$ cat src/aabb_pkg.sv
// aabb_pkg: types and constants shared by the box transform pipeline
// no dependencies; imported by every module of the block

package aabb_pkg;

  // number of configuration registers and their indexes
  localparam int unsigned NUM_REGS = 6;

  typedef enum logic [2:0] {
    REG_ROW0_COLS01 = 3'd0,
    REG_ROW0_COLS23 = 3'd1,
    REG_ROW1_COLS01 = 3'd2,
    REG_ROW1_COLS23 = 3'd3,
    REG_ROW2_COLS01 = 3'd4,
    REG_ROW2_COLS23 = 3'd5
  } cfg_reg_e;

  // reset values give the identity matrix
  localparam logic [63:0] RST_ROW0_COLS01 = 64'h0000_0000_0001_0000;
  localparam logic [63:0] RST_ROW0_COLS23 = 64'h0000_0000_0000_0000;
  localparam logic [63:0] RST_ROW1_COLS01 = 64'h0001_0000_0000_0000;
  localparam logic [63:0] RST_ROW1_COLS23 = 64'h0000_0000_0000_0000;
  localparam logic [63:0] RST_ROW2_COLS01 = 64'h0000_0000_0000_0000;
  localparam logic [63:0] RST_ROW2_COLS23 = 64'h0000_0000_0001_0000;

  // saturation limits in Q16.16
  localparam logic [31:0] SAT_POS = 32'h7fff_ffff;
  localparam logic [31:0] SAT_NEG = 32'h8000_0000;

  // matrix: three rows of four Q16.16 elements, column 3 is translation
  typedef logic [3:0][31:0] mrow_t;
  typedef mrow_t [2:0] mat_t;

  // one box: minimum and maximum corner, index 0 = x
  typedef struct packed {
    logic [2:0][31:0] lo;
    logic [2:0][31:0] hi;
  } box_t;

  // exact Q32.32 products, [row][col]
  typedef struct packed {
    logic [2:0][2:0][63:0] plo;
    logic [2:0][2:0][63:0] phi;
  } prod_set_t;

  // truncated Q32.16 terms after min/max selection, [row][col]
  typedef struct packed {
    logic [2:0][2:0][47:0] tmin;
    logic [2:0][2:0][47:0] tmax;
  } term_set_t;

  // row sums before saturation
  typedef struct packed {
    logic [2:0][49:0] smin;
    logic [2:0][49:0] smax;
  } sum_set_t;

endpackage

$ cat src/aabb_sum_stage.sv
// aabb_sum_stage: translation plus the three selected terms of each row
// depends on aabb_pkg

module aabb_sum_stage import aabb_pkg::*; (
  input  logic      clk,
  input  logic      rst_n,
  input  mat_t      mat,
  input  logic      in_valid,
  output logic      in_ready,
  input  term_set_t in_term,
  output logic      out_valid,
  input  logic      out_ready,
  output sum_set_t  out_sum
);

  logic     v_r;
  sum_set_t sum_r;
  sum_set_t sum_nxt;

  assign in_ready = !v_r || out_ready;

  // exact signed sums, 50 bits cover three 48-bit terms and the 32-bit translation
  always_comb begin
    for (int r = 0; r < 3; r++) begin
      sum_nxt.smin[r] = 50'($signed(mat[r][3]))
                      + 50'($signed(in_term.tmin[r][0]))
                      + 50'($signed(in_term.tmin[r][1]))
                      + 50'($signed(in_term.tmin[r][2]));
      sum_nxt.smax[r] = 50'($signed(mat[r][3]))
                      + 50'($signed(in_term.tmax[r][0]))
                      + 50'($signed(in_term.tmax[r][1]))
                      + 50'($signed(in_term.tmax[r][2]));
    end
  end

  always_ff @(posedge clk) begin
    if (!rst_n) begin
      v_r <= 1'b0;
    end else if (in_ready) begin
      v_r <= in_valid;
    end
  end

  always_ff @(posedge clk) begin
    if (in_valid && in_ready) begin
      sum_r <= sum_nxt;
    end
  end

  assign out_valid = v_r;
  assign out_sum   = sum_r;

endmodule
$ cat config.mk
export PLATFORM = sky130hd
export DESIGN_NAME = aabb_sum_stage
export DESIGN_NICKNAME = d
export VERILOG_FILES = /design/src/aabb_pkg.sv /design/src/aabb_sum_stage.sv
export SDC_FILE = /design/constraint.sdc
export NUM_CORES = 2
export LEC_CHECK = 0
export BUFFER_PORTS_ARGS = -buffer_cell sky130_fd_sc_hd__buf_2
export CAP_MARGIN = 20
export CORE_AREA = 10 10 592 594
export CTS_CLUSTER_DIAMETER = 40
export CTS_CLUSTER_SIZE = 20
export DETAILED_ROUTE_END_ITERATION = 7
export DIE_AREA = 0 0 602 604
export HOLD_SLACK_MARGIN = 0.08
export PLACE_DENSITY = 0.32
export SLEW_MARGIN = 20
export SYNTH_ARGS = -nofsm -noshare
export SYNTH_HDL_FRONTEND = slang
export SYNTH_SLANG_ARGS = --single-unit
export TNS_END_PERCENT = 10
$ cat constraint.sdc
create_clock -name clk -period 12.4 [get_ports clk]
set_clock_uncertainty 0.05 [all_clocks]
set_input_delay 2.48 -clock clk [delete_from_list [all_inputs] [get_ports clk]]
set_output_delay 2.48 -clock clk [all_outputs]
set_load 0.02 [all_outputs]
==> impl_metrics.tcl <==
set metrics [dict create \
    p_total_mw 11.7 \
    synth.most_common_cell "inv_1" \
    cap_viol_max_count 0 \
    cp_data_required_time_ps 12840 \
    cts_buffers 108 \
    crit_chain "buf_2 -> fa_1 -> fa_1 -> ha_1 -> fa_1 -> a211oi_1 -> o211ai_1 -> a21oi_1 -> o31ai_1 -> a21oi_1 -> o21ai_0 -> a31oi_1 -> o31ai_1 -> xor2_1" \
    grt_overflow 0 \
    synth-compound-area-share 0.151 \
    status "complete, no violations" \
    timing.reg2reg.setup_slack_ps 9260 \
    cts_buffer_depth 4 \
    fmax_mhz 137 \
    finalSetupTns_ps 0 \
    synthAdderAreaFrac 0.361 \
    synth_xor_area_frac 0.0543 \
    core_um2 338000 \
    wl_per_cell_um 21.7 \
    grt_pass1_vias 41180 \
    final_hold_viol_count 0 \
    dr.pass1.iters 5 \
    period_share 0.588 \
    cpPeakStageDelay_ps 780 \
    yosys.area.top_type "fa_1" \
    worstReg2RegStart "out_valid" \
    die_h_um 604 \
    synthToLayoutAreaGrowth_pct 35.7 \
    worstPathArrival_ps 7730 \
    synthTopCellsByCount "inv_1 (1487), fa_1 (582), a21oi_1 (326), edfxtp_1 (300), ha_1 (294)" \
    clock_tree.root_cell "clkbuf_16" \
    path_clk_slew_ps 40 \
    fin_util 0.170 \
    post-route-drc-count 0 \
    crit_path_frequent_cell "fa_1" \
    place_inst 10421 \
    cts-resized-gates 0 \
    drive_above_1_share 0.241 \
    viasPerCell 3.56 \
    grt.total_usage 0.122 \
    synthMuxAreaShare 0.000767 \
    ctsHoldBuffers 0 \
    routed_wirelength_mm 231 \
    synth_top_area_frac 0.275 \
    start_util 0.125 \
    rsz0062_at_grt "false" \
    synth.distinct_cells 88 \
    synth_nets 6833 \
    final_max_slew_viol_count 0 \
    ys_ff_latch 301 \
    critical_path.endpoint_type "flip-flop" \
    via_count 37918 \
    place.gp.congestion 0.884 \
    timing.final.crit_period_ps 7290 \
    syn-cell-area_um2 42400 \
    seq_area_frac_synth 0.213 \
    synthTopCellsByArea "fa_1 (27%), edfxtp_1 (21%), inv_1 (13%)" \
    r2r_end "out_sum[24]" \
    nets 8123 \
    p_per_area_nw_per_um2 204 \
    cts_tree "built" \
    io_pins 1554 \
    ant_nets 0 \
    tightest_slew_ps 1210 \
    start_kind "input port" \
    dieArea_um2 364000 \
    io_buffers 1265 \
    cts_sinks 301 \
    grt_max_degree 98 \
    postSynthAreaPerCell_um2 9.01 \
    timing.critical_path.from "mat[225]" \
    htreeDepth 3 \
    rows 214 \
    grt_first_pass_wirelength_mm 314 \
    power.leakage_nw 29.0 \
    drt_iter0_drc 2432 \
    relSlewSlack 0.191 \
    yosysWarnings 0 \
    setup_violations 0 \
    synth_top_flop_cell "edfxtp_1" \
    crit_slowest_cell "a21oi_1" \
    netlist_instances 4705 \
    hp-class "reg2reg" \
    insertion_delay_ps 790 \
    post_cts.repair.setup_buffers 0 \
    synth_top_family_by_area "adder cells" \
    post_layout_nonfiller_instances 10647 \
    path_class "in2reg" \
    antenna_found_initial 105 \
    crit_fanout 3 \
    die_w_um 602 \
    endpoint "out_sum[235]" \
    place_hpwl_mm 209 \
    ir_drop_v 0.000116 \
    async_flop_share 0 \
    synth-edff-count 300 \
    worstRegToRegCells 4 \
    synthSimpleGateAreaFrac 0.0793 \
]
-- cell type report --
cell class | count | area, um2
sequential | 301 | 9030
inverter | 1488 | 5590
antenna | 37 | 92.6
multi-input combinational | 2817 | 27400
timing repair buffer | 1279 | 6450
clock inverter | 60 | 498
clock buffer | 129 | 2780
tap | 4536 | 5680
fill | 38863 | 281000
-- where the power goes --
| part | leakage, nW | internal, mW | switching, mW | total, mW |
|---|---|---|---|---|
| clock network | 1.58 | 1.67 | 0.825 | 2.49 |
| registers | 2.91 | 1.84 | 0.272 | 2.11 |
| logic | 24.5 | 2.36 | 4.79 | 7.14 |
-- metal layers --
layer  part of all wire  routed length, um  up-vias  global-route usage
li1                   -                  -    17590                   -
met1               0.41              95500    18826               0.149
met2               0.49             113000     1226               0.207
met3              0.066              15300      270              0.0327
met4              0.031               7050        6              0.0401
met5            0.00020                 46        -                   0
-- worst min path at each step --
stage,start,cells past startpoint,endpoint
2_1_floorplan,out_valid,2,out_valid
3_3_place_gp,out_valid,2,out_valid
3_5_place_dp,out_valid,2,out_valid
4_1_cts,out_valid,2,out_valid
5_1_grt,out_valid,2,out_valid
6_report,out_valid,2,out_valid
-- worst max-delay path: cells and delay by family --
family / cells / cell delay, ps
compound gates: 8 / 3200
xor+xnor: 1 / 150
fa+ha+maj: 4 / 1720
buf+inv: 1 / 140
-- sequential cells by signal, indices dropped and copies added (netlist names) --
signal,flops
out_sum,300
out_valid,1
-- placed cells by master, fill, tap and decap left out, drive strengths merged, types with 32 or more instances in the layout --
cell type	Yosys	layout
inv	1488	1490
buf	7	1279
fa	582	582
a21oi	326	326
edfxtp	300	300
ha	294	294
nand2	196	196
a21o	172	172
o21ai	172	172
nor2	167	167
xnor2	167	167
clkbuf	92	129
xor2	96	96
nand4	77	77
o21bai	62	62
clkinv	0	47
nand3	44	44
a211oi	41	41
and3	40	40
diode	0	37
nor3	36	36
a31oi	32	32
-- through the flow --
stage | area [um2] | hold WS (ps) | setup WS (ps)
finish | 57500 | 742 | 5110
global route | 57500 | 802 | 4660
CTS | 57400 | 770 | 4870
detailed placement | 54200 | 748 | 3980
global placement | 54200 | 743 | 3990
floorplan | 42400 | 700 | 2080
-- logic make-up after synthesis --
| logic type | after synthesis |
|---|---|
| flops | 301 |
| mux | 3 |
| simple gates | 684 |
| buf+inv | 1587 |
| xor+xnor | 263 |
| fa+ha+maj | 876 |
| compound gates | 991 |
(Power assumes the default switching activity.)
