**config.mk**
```make
export PLATFORM = sky130hd
export DESIGN_NAME = aabb_cfg_regs
export DESIGN_NICKNAME = d
export VERILOG_FILES = /design/src/aabb_pkg.sv /design/src/aabb_cfg_regs.sv
export SDC_FILE = /design/constraint.sdc
export NUM_CORES = 1
export LEC_CHECK = 0
export BUFFER_PORTS_ARGS = -buffer_cell sky130_fd_sc_hd__buf_2
export CORE_ASPECT_RATIO = 0.5
export CORE_MARGIN = 5
export CORE_UTILIZATION = 54
export CTS_CLUSTER_DIAMETER = 120
export DETAILED_ROUTE_END_ITERATION = 10
export PLACE_DENSITY_LB_ADDON = 0.1
export SYNTH_ARGS = -nofsm -noshare
export SYNTH_HDL_FRONTEND = slang
export SYNTH_SLANG_ARGS = --single-unit
```
**constraint.sdc**
```tcl
create_clock -name clk -period 1.78 [get_ports clk]
set_input_delay 0.356 -clock clk [delete_from_list [all_inputs] [get_ports clk]]
set_output_delay 0.356 -clock clk [all_outputs]
set_load 0.03 [all_outputs]
```
**src/aabb_pkg.sv**
```systemverilog
// aabb_pkg: types and constants shared by the box transform pipeline
// no dependencies; imported by every module of the block

package aabb_pkg;

  // number of configuration registers and their indexes
  localparam int unsigned NUM_REGS = 6;

  typedef enum logic [2:0] {
    REG_ROW0_COLS01 = 3'd0,
    REG_ROW0_COLS23 = 3'd1,
    REG_ROW1_COLS01 = 3'd2,
    REG_ROW1_COLS23 = 3'd3,
    REG_ROW2_COLS01 = 3'd4,
    REG_ROW2_COLS23 = 3'd5
  } cfg_reg_e;

  // reset values give the identity matrix
  localparam logic [63:0] RST_ROW0_COLS01 = 64'h0000_0000_0001_0000;
  localparam logic [63:0] RST_ROW0_COLS23 = 64'h0000_0000_0000_0000;
  localparam logic [63:0] RST_ROW1_COLS01 = 64'h0001_0000_0000_0000;
  localparam logic [63:0] RST_ROW1_COLS23 = 64'h0000_0000_0000_0000;
  localparam logic [63:0] RST_ROW2_COLS01 = 64'h0000_0000_0000_0000;
  localparam logic [63:0] RST_ROW2_COLS23 = 64'h0000_0000_0001_0000;

  // saturation limits in Q16.16
  localparam logic [31:0] SAT_POS = 32'h7fff_ffff;
  localparam logic [31:0] SAT_NEG = 32'h8000_0000;

  // matrix: three rows of four Q16.16 elements, column 3 is translation
  typedef logic [3:0][31:0] mrow_t;
  typedef mrow_t [2:0] mat_t;

  // one box: minimum and maximum corner, index 0 = x
  typedef struct packed {
    logic [2:0][31:0] lo;
    logic [2:0][31:0] hi;
  } box_t;

  // exact Q32.32 products, [row][col]
  typedef struct packed {
    logic [2:0][2:0][63:0] plo;
    logic [2:0][2:0][63:0] phi;
  } prod_set_t;

  // truncated Q32.16 terms after min/max selection, [row][col]
  typedef struct packed {
    logic [2:0][2:0][47:0] tmin;
    logic [2:0][2:0][47:0] tmax;
  } term_set_t;

  // row sums before saturation
  typedef struct packed {
    logic [2:0][49:0] smin;
    logic [2:0][49:0] smax;
  } sum_set_t;

endpackage

```
**src/aabb_cfg_regs.sv**
```systemverilog
// aabb_cfg_regs: six 64-bit matrix registers behind a plain write port
// depends on aabb_pkg

module aabb_cfg_regs import aabb_pkg::*; (
  input  logic        clk,
  input  logic        rst_n,
  input  logic        cfg_we,
  input  logic [2:0]  cfg_index,
  input  logic [63:0] cfg_data,
  output mat_t        mat
);

  logic [NUM_REGS-1:0][63:0] regs_r;

  // register writes, out-of-range indexes are dropped
  always_ff @(posedge clk) begin
    if (!rst_n) begin
      regs_r[REG_ROW0_COLS01] <= RST_ROW0_COLS01;
      regs_r[REG_ROW0_COLS23] <= RST_ROW0_COLS23;
      regs_r[REG_ROW1_COLS01] <= RST_ROW1_COLS01;
      regs_r[REG_ROW1_COLS23] <= RST_ROW1_COLS23;
      regs_r[REG_ROW2_COLS01] <= RST_ROW2_COLS01;
      regs_r[REG_ROW2_COLS23] <= RST_ROW2_COLS23;
    end else if (cfg_we) begin
      unique case (cfg_index)
        REG_ROW0_COLS01: regs_r[REG_ROW0_COLS01] <= cfg_data;
        REG_ROW0_COLS23: regs_r[REG_ROW0_COLS23] <= cfg_data;
        REG_ROW1_COLS01: regs_r[REG_ROW1_COLS01] <= cfg_data;
        REG_ROW1_COLS23: regs_r[REG_ROW1_COLS23] <= cfg_data;
        REG_ROW2_COLS01: regs_r[REG_ROW2_COLS01] <= cfg_data;
        REG_ROW2_COLS23: regs_r[REG_ROW2_COLS23] <= cfg_data;
        default: ;
      endcase
    end
  end

  // unpack registers into matrix elements
  always_comb begin
    for (int r = 0; r < 3; r++) begin
      mat[r][0] = regs_r[2*r][31:0];
      mat[r][1] = regs_r[2*r][63:32];
      mat[r][2] = regs_r[2*r+1][31:0];
      mat[r][3] = regs_r[2*r+1][63:32];
    end
  end

endmodule

```
==> results of run 1 <==
-- cell families (layout without fill, tap and decap cells) --
| kind of cell | after synthesis | after routing | synth area share, % |
|---|---|---|---|
| flip-flops | 384 | 384 | 54.65 |
| buffers and inverters | 92 | 547 | 5.390 |
| other | 0 | 4 | 0 |
| multiplexers | 384 | 384 | 27.33 |
| AND/OR/NAND/NOR | 456 | 456 | 12.63 |
-- worst paths after layout --
path,startpoint,end,slack (ns),cells after the start
worst max-delay path,mat[332]$_SDFFE_PN0P_,mat[332],0.31,1
worst min-delay path,cfg_data[48],mat[176]$_SDFFE_PN1P_,0.13,3
worst max register to register,mat[212]$_SDFFE_PN0P_,mat[212]$_SDFFE_PN0P_,1.11,2
worst min register to register,mat[299]$_SDFFE_PN0P_,mat[299]$_SDFFE_PN0P_,0.45,2
-- cell usage after synthesis --
library cell and n:
buf_6 30, nand4bb_1 3, dfxtp_1 384, buf_12 7, nor4b_4 1, clkbuf_1 6, buf_4 5, nor2b_1 5
nand2_1 445, buf_2 44, nand4b_1 2, mux2i_1 384
-- cell usage in the layout, fill, tap and decap left out --
| cell | Yosys | routed |
|---|---|---|
| buf_4 | 5 | 16 |
| bufinv_16 | 0 | 6 |
| nand4b_1 | 2 | 2 |
| diode_2 | 0 | 4 |
| mux2i_1 | 384 | 384 |
| nor2b_1 | 5 | 5 |
| clkbuf_8 | 0 | 5 |
| buf_2 | 44 | 452 |
| clkbuf_16 | 0 | 37 |
| inv_6 | 0 | 1 |
| buf_12 | 7 | 17 |
| buf_8 | 0 | 1 |
| nand2_1 | 445 | 445 |
| clkbuf_1 | 6 | 9 |
| clkinv_2 | 0 | 3 |
| dfxtp_1 | 384 | 384 |
| nand4bb_4 | 0 | 3 |
| nor4b_4 | 1 | 1 |
-- routing by layer --
metal | track usage, % | vias up | wire [um]
li1 | - | 5203 | -
met1 | 30.65 | 5266 | 16090
met2 | 45.92 | 345 | 20250
met3 | 7.058 | 90 | 2758
met4 | 10.28 | 0 | 1660
met5 | 0 | - | 0
-- power groups by stage --
stage               sequential, mW  combinational (mW)  clock, mW
finish                        8.88                1.48       8.08
global route                  8.89                1.57       8.63
CTS                           8.88                1.49       8.22
detailed placement            9.07                1.48          0
global placement              9.06                1.46          0
floorplan                     9.44               0.614          0
-- cell type report --
type                       instances  area, um^2
multi-input combinational        840        5669
clock inverter                    10       203.9
sequential                       384        7687
tap                              344       430.4
timing repair buffer             486        2738
antenna                            4       10.01
fill                            2020        7677
clock buffer                      51        1028
-- tightest hold or removal path, delay by kind of cell --
| kind | cells | cell delay (ns) |
|---|---|---|
| multiplexers | 1 | 0.11 |
| AND/OR/NAND/NOR | 1 | 0.04 |
| buffers and inverters | 1 | 0.09 |
==> impl_results.md, run 1 <==
- Status: completed
- Post-synth top area share: between 50% and 60%
- Vias in the first global route: ~11,000
- Post-synthesis cell area: 14,070 um^2
- Final ANT Viol Nets: 0
- Share of layout cells above drive strength 1: 30.60%
- Worst path max stage delay: 0.34 ns
- Internal Power: 14.13 mW
- Post-Route WL: around 40,000 um
- Top-level I/O count: ~450
- Drt pass-1 iters: 5
- Vias: between 10,000 and 15,000
- CP Cell Sequence: buf_2
- Max Fanout on Critical Path: 2
- Synth-to-Final Area Change: 26.31%
- Final Hold Fails: 0
- Top cells by area in the synthesized netlist: dfxtp_1, mux2i_1, nand2_1, buf_6, buf_2
- First-pass GRT wire length: around 61,000 um
- Worst min path class: primary input to flip-flop
- CTS buffer count: 35
- Final Wtd Congestion: roughly 0.84
- CTS tree: built
- Detailed placement HPWL: a little under 30,000 um
- Final instance area: 17,770 um^2
- Number of H-tree levels: 2
- Core Util, Final: a little over two thirds
- Synth warn: 0
- Die Wd: between 200 and 250 um
- Yosys reg bits: 384
- Placed cell area: 16,520 um^2
- Switch Pwr: 4.307 mW
- Die height: approximately 120 um
- GRT overflow: 0
- WS Path Type: flip-flop to primary output
- CP max-delay cell: dfxtp_1
- Initial DRC count: about 590
- Sw Share: a little under a quarter
- RSZ-0062 raised after global routing: false
- Final min period: 1.467 ns
- Fin. max-slew vios: 0
- Max-Cap Viols: 0
- FMAX: roughly 700 MHz
- Layout Skew: 0 ns
- Power per cell area: 1038 nW/um^2
- Setup TNS: 0 ns
- I/O Buffers: around 450
- CP Capture Type: primary output
- Max reg flops: roughly 380
- Final Non-Filler Cells: 2,119
- Largest net degree at the start of global routing: 71
- # rows: between 40 and 50
- Design Power: around 18 mW
- Number of setup buffers added after CTS: 0
- Sequential Power Share: roughly half
- Avg Vias per Cell: approximately 5
- CTS Sinks: 384
- Rel. slew slack: 63.90%
- GRT Overall Usage: approximately a quarter
- Bufs on Longest Clock Path: 3
- # DRC: 0
- Mapped Cells: about 1,300
- Placed cells: 2,054
- Hold_buf cts: 0
- Starting Density: around 55%
- Post-synthesis net count: between 1,000 and 1,500
- Reg clk slew, reported paths: 0.06 ns
- Endpoints failing setup: 0
- Fin crit share: 82.42%
- Post-place setup slack: between 0.1 and 0.15 ns
- Die Area: between 20,000 and 30,000 um^2
- WL per Instance: 19.23 um
- Final #Nets: between 1,500 and 2,000
- Combinational share of power: ~8.0%
- CP bufs+invs: 1
- Core area: 25,440 um^2
- Mean Syn Cell Area: ~11 um^2
- Distinct cells, synth: 12
- Lkg Pwr: 9.976 nW
- Least-Margin Pin Slew: about 0.54 ns
- Worst-skew pair later-pin latency: 0.51 ns
- Delay-heaviest family, CP: flip-flops
- Largest area contributor in the netlist: dfxtp_1
- Seq/Total Area, Yosys: around 55%
- Worst vdd ir: around 0.00071 V
- Critical Path AT: about 1.1 ns
- Hold WS: 0.1337 ns
- Post_cts resized: 0
- Crit path launch type: flip-flop
- Clock network power share: 43.8%
- Initial antenna violation count: 3
- Setup ws final: around 0.31 ns
- Req. time, crit path: ~1.4 ns
- Clock root cell: clkbuf_16
(Power assumes the default switching activity.)
==> run 2, diff against run 1 <==
Settings changed: ABC_AREA set to 1, CORE_UTILIZATION 54 to 52.
Clock period 1.78 ns to 1.4 ns, I/O delays scaled along.
==> run 2 against run 1 <==
Setup slack worse by 0.29 ns. Via count up 39%. Critical path type unchanged. Sequential power up 30%. Clock power up 30%. Flip-flop and latch count unchanged. Area after synthesis up 8.0%.
==> impl_results.md, run 2 <==
- CTS tree: built (unchanged)
- Power per cell area: 1297 nW/um^2 (was 1038 nW/um^2)
- Post-synthesis net count: 2,235 (was 1,386)
- GRT Overall Usage: 28.37% (was 26.03%)
- Crit path launch type: flip-flop (unchanged)
- CP bufs+invs: 1 (unchanged)
- Worst vdd ir: 0.0008959 V (was 0.0007146 V)
- Max Fanout on Critical Path: 2 (unchanged)
- Detailed placement HPWL: 33,570 um (was 29,160 um)
- Post-synth top area share: 50.60% (was 54.65%)
- Top cells by area in the synthesized netlist: dfxtp_1, nor2_1, nand3_1, nand2_1, buf_2 (was dfxtp_1, mux2i_1, nand2_1, buf_6, buf_2)
- WHS Path Cells: 3 (unchanged)
- Post-synth ARST share: 0% (unchanged)
- Final ANT Viol Nets: 0 (unchanged)
- R2R depth: 2 (unchanged)
- Status: completed (unchanged)
- WS Path Type: flip-flop to primary output (unchanged)
- Bufs on Longest Clock Path: 3 (unchanged)
- Critical Path Start: mat[368]$_SDFFE_PN0P_ (was mat[332]$_SDFFE_PN0P_)
- Least-Margin Pin Slew: 0.3243 ns (was 0.5415 ns)
- CP Cell Sequence: buf_2 (unchanged)
- Core area: 28,900 um^2 (was 25,440 um^2)
- Post-Route WL: 49,820 um (was 40,760 um)
- R2r setup slk: 0.75 ns (was 1.11 ns)
- Most frequent cells in the layout: nor2_1, nand2_1, nand3_1 (was buf_2, nand2_1, mux2i_1, dfxtp_1, clkbuf_16)
- Most instantiated library cell after synthesis: nor2_1 (was nand2_1)
- Post-place setup slack: -0.02442 ns (was 0.1301 ns)
- Number of setup buffers added after CTS: 0 (unchanged)
- Yosys reg bits: 384 (unchanged)
- Distinct cells, synth: 16 (was 12)
- CP Capture Type: primary output (unchanged)
- Die Area: 32,940 um^2 (was 29,570 um^2)
- Initial antenna violation count: 1 (was 3)
- Top-level I/O count: 454 (unchanged)
- Clock root cell: clkbuf_16 (unchanged)
- Drt pass-1 iters: 5 (unchanged)
- Most frequent cells after synthesis: nor2_1, nand2_1, dfxtp_1, nand3_1, buf_2 (was nand2_1, dfxtp_1, mux2i_1)
- Grt peak-use layer: met2 (unchanged)
- Most common cell after layout, fill and taps aside: nor2_1 (was buf_2)
- Placed cell area: 18,070 um^2 (was 16,520 um^2)
- GR Util met1: 36.82% (was 30.65%)
- Vias in the first global route: 13,417 (was 10,941)
- Setup ws final: 0.01910 ns (was 0.3129 ns)
- Mean Syn Cell Area: 7.017 um^2 (was 10.69 um^2)
- Final Wtd Congestion: 0.8493 (was 0.8407)
- Seq/Total Area, Yosys: 50.60% (was 54.65%)
- I/O Buffers: 453 (unchanged)
- Lkg Pwr: 9.534 nW (was 9.976 nW)
- Die height: 130.9 um (was 124.1 um)
- CP max-delay cell: dfxtp_1 (unchanged)
- Worst-skew pair later-pin latency: 0.52 ns (was 0.51 ns)
- Delay-heaviest family, CP: flip-flops (unchanged)
- Critical Path AT: 1.10 ns (was 1.11 ns)
- Largest net degree at the start of global routing: 71 (unchanged)
- Worst r2r dst: mat[109]$_SDFFE_PN0P_ (was mat[212]$_SDFFE_PN0P_)
- Final instance area: 19,620 um^2 (was 17,770 um^2)
- Top FF cell, synth: dfxtp_1 (unchanged)
- FMAX: slightly above 700 MHz
- Largest area contributor in the netlist: dfxtp_1 (unchanged)
- Layout Skew: 0 ns (unchanged)
- # rows: 44 (was 41)
- Reg clk slew, reported paths: 0.07 ns (was 0.06 ns)
- M2 GR Usage: 48.71% (was 45.92%)
- CTS Sinks: 384 (unchanged)
- CTS buffer count: 34 (was 35)
- Max-Cap Viols: 0 (unchanged)
- Final min period: 1.381 ns
- Req. time, crit path: 1.12 ns (was 1.42 ns)
- Grt met3 use: 5.142% (was 7.058%)
- Fin. max-slew vios: 0 (unchanged)
- Hold WS: 0.05996 ns (was 0.1337 ns)
- # DRC: 0 (unchanged)
- Rel. slew slack: 78.35% (was 63.90%)
- First-pass GRT wire length: 75,400 um (was 61,370 um)
- Vias: 15,136 (was 10,904)
- Startpoint of the worst hold path: cfg_data[16] (was cfg_data[48])
- Die Wd: 251.7 um (was 238.2 um)
- Fin crit share: between 90% and 100%
- Design Power: 25.45 mW (was 18.44 mW)
- Worst min path class: primary input to flip-flop (unchanged)
- Worst path max stage delay: 0.37 ns (was 0.34 ns)
- GRT overflow: 0 (unchanged)
- Post-synthesis cell area: 15,190 um^2 (was 14,070 um^2)
- Avg Vias per Cell: 5.089 (was 5.146)
- Number of H-tree levels: 2 (unchanged)
- Synth warn: 0 (unchanged)
- Final #Nets: 2,626 (was 1,817)
- Worst Hold End: mat[16]$_SDFFE_PN1P_ (was mat[176]$_SDFFE_PN1P_)
- FF-to-FF Start: mat[109]$_SDFFE_PN0P_ (was mat[212]$_SDFFE_PN0P_)
- Initial DRC count: 1,316 (was 585)
- Mapped Cells: 2,165 (was 1,316)
- Synth-to-Final Area Change: 29.13% (was 26.31%)
- Final Hold Fails: 0 (unchanged)
- Endpoints failing setup: 0 (unchanged)
- Max reg flops: 384 (unchanged)
- Starting Density: 52.56% (was 55.28%)
- Share of layout cells above drive strength 1: 23.08% (was 30.60%)
- WL per Instance: 16.75 um (was 19.23 um)
- EDFF count, synth: 0 (unchanged)
run 2: kinds of logic after synthesis:
kind of cell,share of synthesized area [%]
and+or+nand+nor,41.85
DFF,50.60
buffers and inverters,7.511
AOI/OAI and AO/OA,0.03291
run 2: per-layer routing:
metal	share of wire [%]	wire (um)	vias up
met3	7.0	3489	96
met5	0	0	-
li1	-	-	7502
met4	3.2	1591	0
met1	41	20400	7001
met2	49	24330	537
run 2: through the flow:
| step | setup TNS (ns) | util [%] | std cells |
|---|---|---|---|
| 2_1_floorplan | 0 | - | 2165 |
| 3_3_place_gp | -0.07993 | 62.53 | 2910 |
| 3_5_place_dp | -0.1105 | 62.53 | 2910 |
| 4_1_cts | 0 | 67.20 | 2973 |
| 5_1_grt | -0.02126 | 67.87 | 2974 |
| 6_report | 0 | 67.87 | 2974 |
run 2: timing repair:
item,in CTS,in global routing
hold endpoints to repair,1,0
cloned,0,0
gates resized for setup,32,114
setup endpoints to repair,31,80
hold buffers,1,0
run 2: worst max path at each step:
stage,end,cells after the start
after floorplan,mat[323]$_SDFFE_PN0P_,7
after global placement,mat[286]$_SDFFE_PN0P_,7
after detailed placement,mat[280]$_SDFFE_PN0P_,7
after CTS,mat[151],1
after global routing,mat[280],1
final,mat[368],1
run 2: layout make-up:
class | instances | area (um^2)
Antenna cell | 1 | 2.502
Clock buffer | 50 | 1045
Clock inverter | 12 | 216.5
Fill cell | 2632 | 9285
Inverter | 70 | 265.3
Multi-Input combinational cell | 1551 | 6384
Sequential cell | 384 | 7700
Tap cell | 391 | 489.2
Timing Repair Buffer | 515 | 3516
run 2: where the power goes:
| group | total [mW] | leakage, nW | switching (mW) | internal (mW) |
|---|---|---|---|---|
| clock | 10.5 | 0.618 | 4.21 | 6.32 |
| sequential | 11.5 | 3.13 | 0.217 | 11.3 |
| combinational | 3.40 | 5.79 | 2.34 | 1.05 |
| total | 25.4 | 9.53 | 6.77 | 18.7 |
run 2: worst register-to-register path: stages, from the launching register on:
cell	delay, ns
dfxtp_2	0.35
nor2_1	0.13
nor2_1	0.06
==> run 3, diff against run 2 <==
Settings changed: CORE_MARGIN 5 to unset.
==> run 3 against run 2 <==
Die area down 9.1%. Global-route usage up 2.7 points. Worst hold slack worse by 0.033 ns. Non-clock buffer count up 5. Sequential power about the same. Sequential share of layout area up 0.29 points. Register-to-register slack better by 0.03 ns. Critical path depth unchanged. Utilization up 1.1 points. Largest cell class unchanged. Highest routed layer unchanged.
==> impl_results.md, run 3 (synthesized netlist as in run 2, its figures left out) <==
- Starting Density: 53.89% (was 52.56%)
- Design Power: 24.31 mW (was 25.45 mW)
- Share of layout cells above drive strength 1: 22.80% (was 23.08%)
- Lkg Pwr: 9.535 nW (was 9.534 nW)
- # rows: 43 (was 44)
- Critical Path AT: 1.10 ns (about the same)
- Final min period: 1.383 ns (was 1.381 ns)
- Vias in the first global route: 13,222 (was 13,417)
- Core area: 28,190 um^2 (was 28,900 um^2)
- Fillers: 2,548 (was 2,632)
- Vias: 15,147 (was 15,136)
- Initial DRC count: 1,144 (was 1,316)
- Max-Cap Viols: 0 (unchanged)
- WL per Instance: 16.33 um (was 16.75 um)
- Placed cell area: 18,230 um^2 (was 18,070 um^2)
- Req. time, crit path: 1.12 ns (about the same)
- CTS buffer count: 35 (was 34)
- Fin. max-slew vios: 0 (unchanged)
- Final Non-Filler Cells: 2,974 (unchanged)
- Most common cell after layout, fill and taps aside: nor2_1 (unchanged)
- Die Wd: 243.7 um (was 251.7 um)
- Placed cells: 2,907 (was 2,910)
- Fin crit share: 98.79% (was 98.64%)
- CP bufs+invs: 1 (unchanged)
- First-pass GRT wire length: 73,930 um (was 75,400 um)
- Die Area: 29,950 um^2 (was 32,940 um^2)
- GRT overflow: 0 (unchanged)
- FMAX: 723.1 MHz (was 724.2 MHz)
- Reg clk slew, reported paths: 0.07 ns (about the same)
- Top-level I/O count: 454 (unchanged)
- Final instance area: 19,450 um^2 (was 19,620 um^2)
- Final Hold Fails: 0 (unchanged)
- Hold WS: 0.02668 ns (was 0.05996 ns)
- CP Capture Type: primary output (unchanged)
- Post-place setup slack: -0.007398 ns (was -0.02442 ns)
- CP max-delay cell: dfxtp_1 (unchanged)
- Max reg flops: 384 (unchanged)
- Final #Nets: 2,632 (was 2,626)
- CTS Sinks: 384 (unchanged)
- Avg Vias per Cell: 5.093 (was 5.089)
- Core Util, Final: 68.98% (was 67.87%)
- Worst min path class: primary input to flip-flop (unchanged)
- Number of H-tree levels: 2 (unchanged)
- Delay-heaviest family, CP: flip-flops (unchanged)
- Worst-skew pair later-pin latency: 0.51 ns (was 0.52 ns)
- Worst vdd ir: 0.0007809 V (was 0.0008959 V)
- CP Cell Sequence: buf_2 (unchanged)
- CTS tree: built (unchanged)
- Power per cell area: 1250 nW/um^2 (was 1297 nW/um^2)
- Final Wtd Congestion: 0.8980 (was 0.8493)
- Worst path max stage delay: 0.38 ns (was 0.37 ns)
- Post-Route WL: 48,560 um (was 49,820 um)
- Detailed placement HPWL: 32,980 um (was 33,570 um)
- Bufs on Longest Clock Path: 3 (unchanged)
- Rel. slew slack: 71.89% (was 78.35%)
- Most frequent cells in the layout: nor2_1, buf_2, nand2_1 (was nor2_1, nand2_1, nand3_1)
- I/O Buffers: 453 (unchanged)
- Synth-to-Final Area Change: 28.00% (was 29.13%)
- Status: completed (unchanged)
- WS Path Type: flip-flop to primary output (unchanged)
- Drt pass-1 iters: 6 (was 5)
- Least-Margin Pin Slew: 0.4217 ns (was 0.3243 ns)
- Clock root cell: clkbuf_16 (unchanged)
- Setup ws final: 0.01701 ns (was 0.01910 ns)
- Endpoints failing setup: 0 (unchanged)
- Crit path launch type: flip-flop (unchanged)
- Initial antenna violation count: 3 (was 1)
- Die height: 122.9 um (was 130.9 um)
- Largest net degree at the start of global routing: 95 (was 71)
- GRT Overall Usage: 31.12% (was 28.37%)
- # DRC: 0 (unchanged)
- Max Fanout on Critical Path: 2 (unchanged)
- Setup TNS: 0 ns (unchanged)
- Final ANT Viol Nets: 0 (unchanged)
- Layout Skew: 0 ns (unchanged)
[run 3: where the power goes]
part           switching, mW  total (mW)  internal [mW]
Clock                   4.14        9.38           5.24
Combinational           2.35        3.41           1.06
Sequential             0.208        11.5           11.3
Total                   6.70        24.3           17.6
[run 3: final timing paths]
kind                              from              endpoint  slack [ns]  cells after the start
hold / removal            cfg_data[16]  mat[16]$_SDFFE_PN1P_        0.03                      3
setup reg to reg  mat[34]$_SDFFE_PN0P_  mat[34]$_SDFFE_PN0P_        0.78                      2
hold reg to reg   mat[25]$_SDFFE_PN0P_  mat[25]$_SDFFE_PN0P_        0.48                      2
setup / recovery  mat[41]$_SDFFE_PN0P_               mat[41]        0.02                      1
[run 3: cell type report]
class	count	area (um^2)	share of cell area, %
Inverter	70	265.3	1.364
Sequential cell	384	7690	39.54
Multi-Input combinational cell	1551	6384	32.83
Tap cell	382	478.0	2.458
Timing Repair Buffer	520	3513	18.07
Clock buffer	55	1064	5.469
Clock inverter	8	42.54	0.2188
Antenna cell	4	10.01	0.05147
[run 3: layer usage]
layer  wire length (um)  part of all wire, %  vias to the layer above  GRT usage [%]
met5                  0                    0                        -              0
met1              20630                   42                     6980          40.73
li1                   -                    -                     7521              -
met2              23230                   48                      559          51.46
met3               3320                  6.8                       87          6.079
met4               1381                  2.8                        0          11.21
[run 3: timing repair]
action | CTS | global route
resized for setup | 6 | 45
pin swaps | 0 | 0
hold buffers | 0 | 0
endpoints found under the setup margin | 4 | 34
buffers inserted | 0 | 0
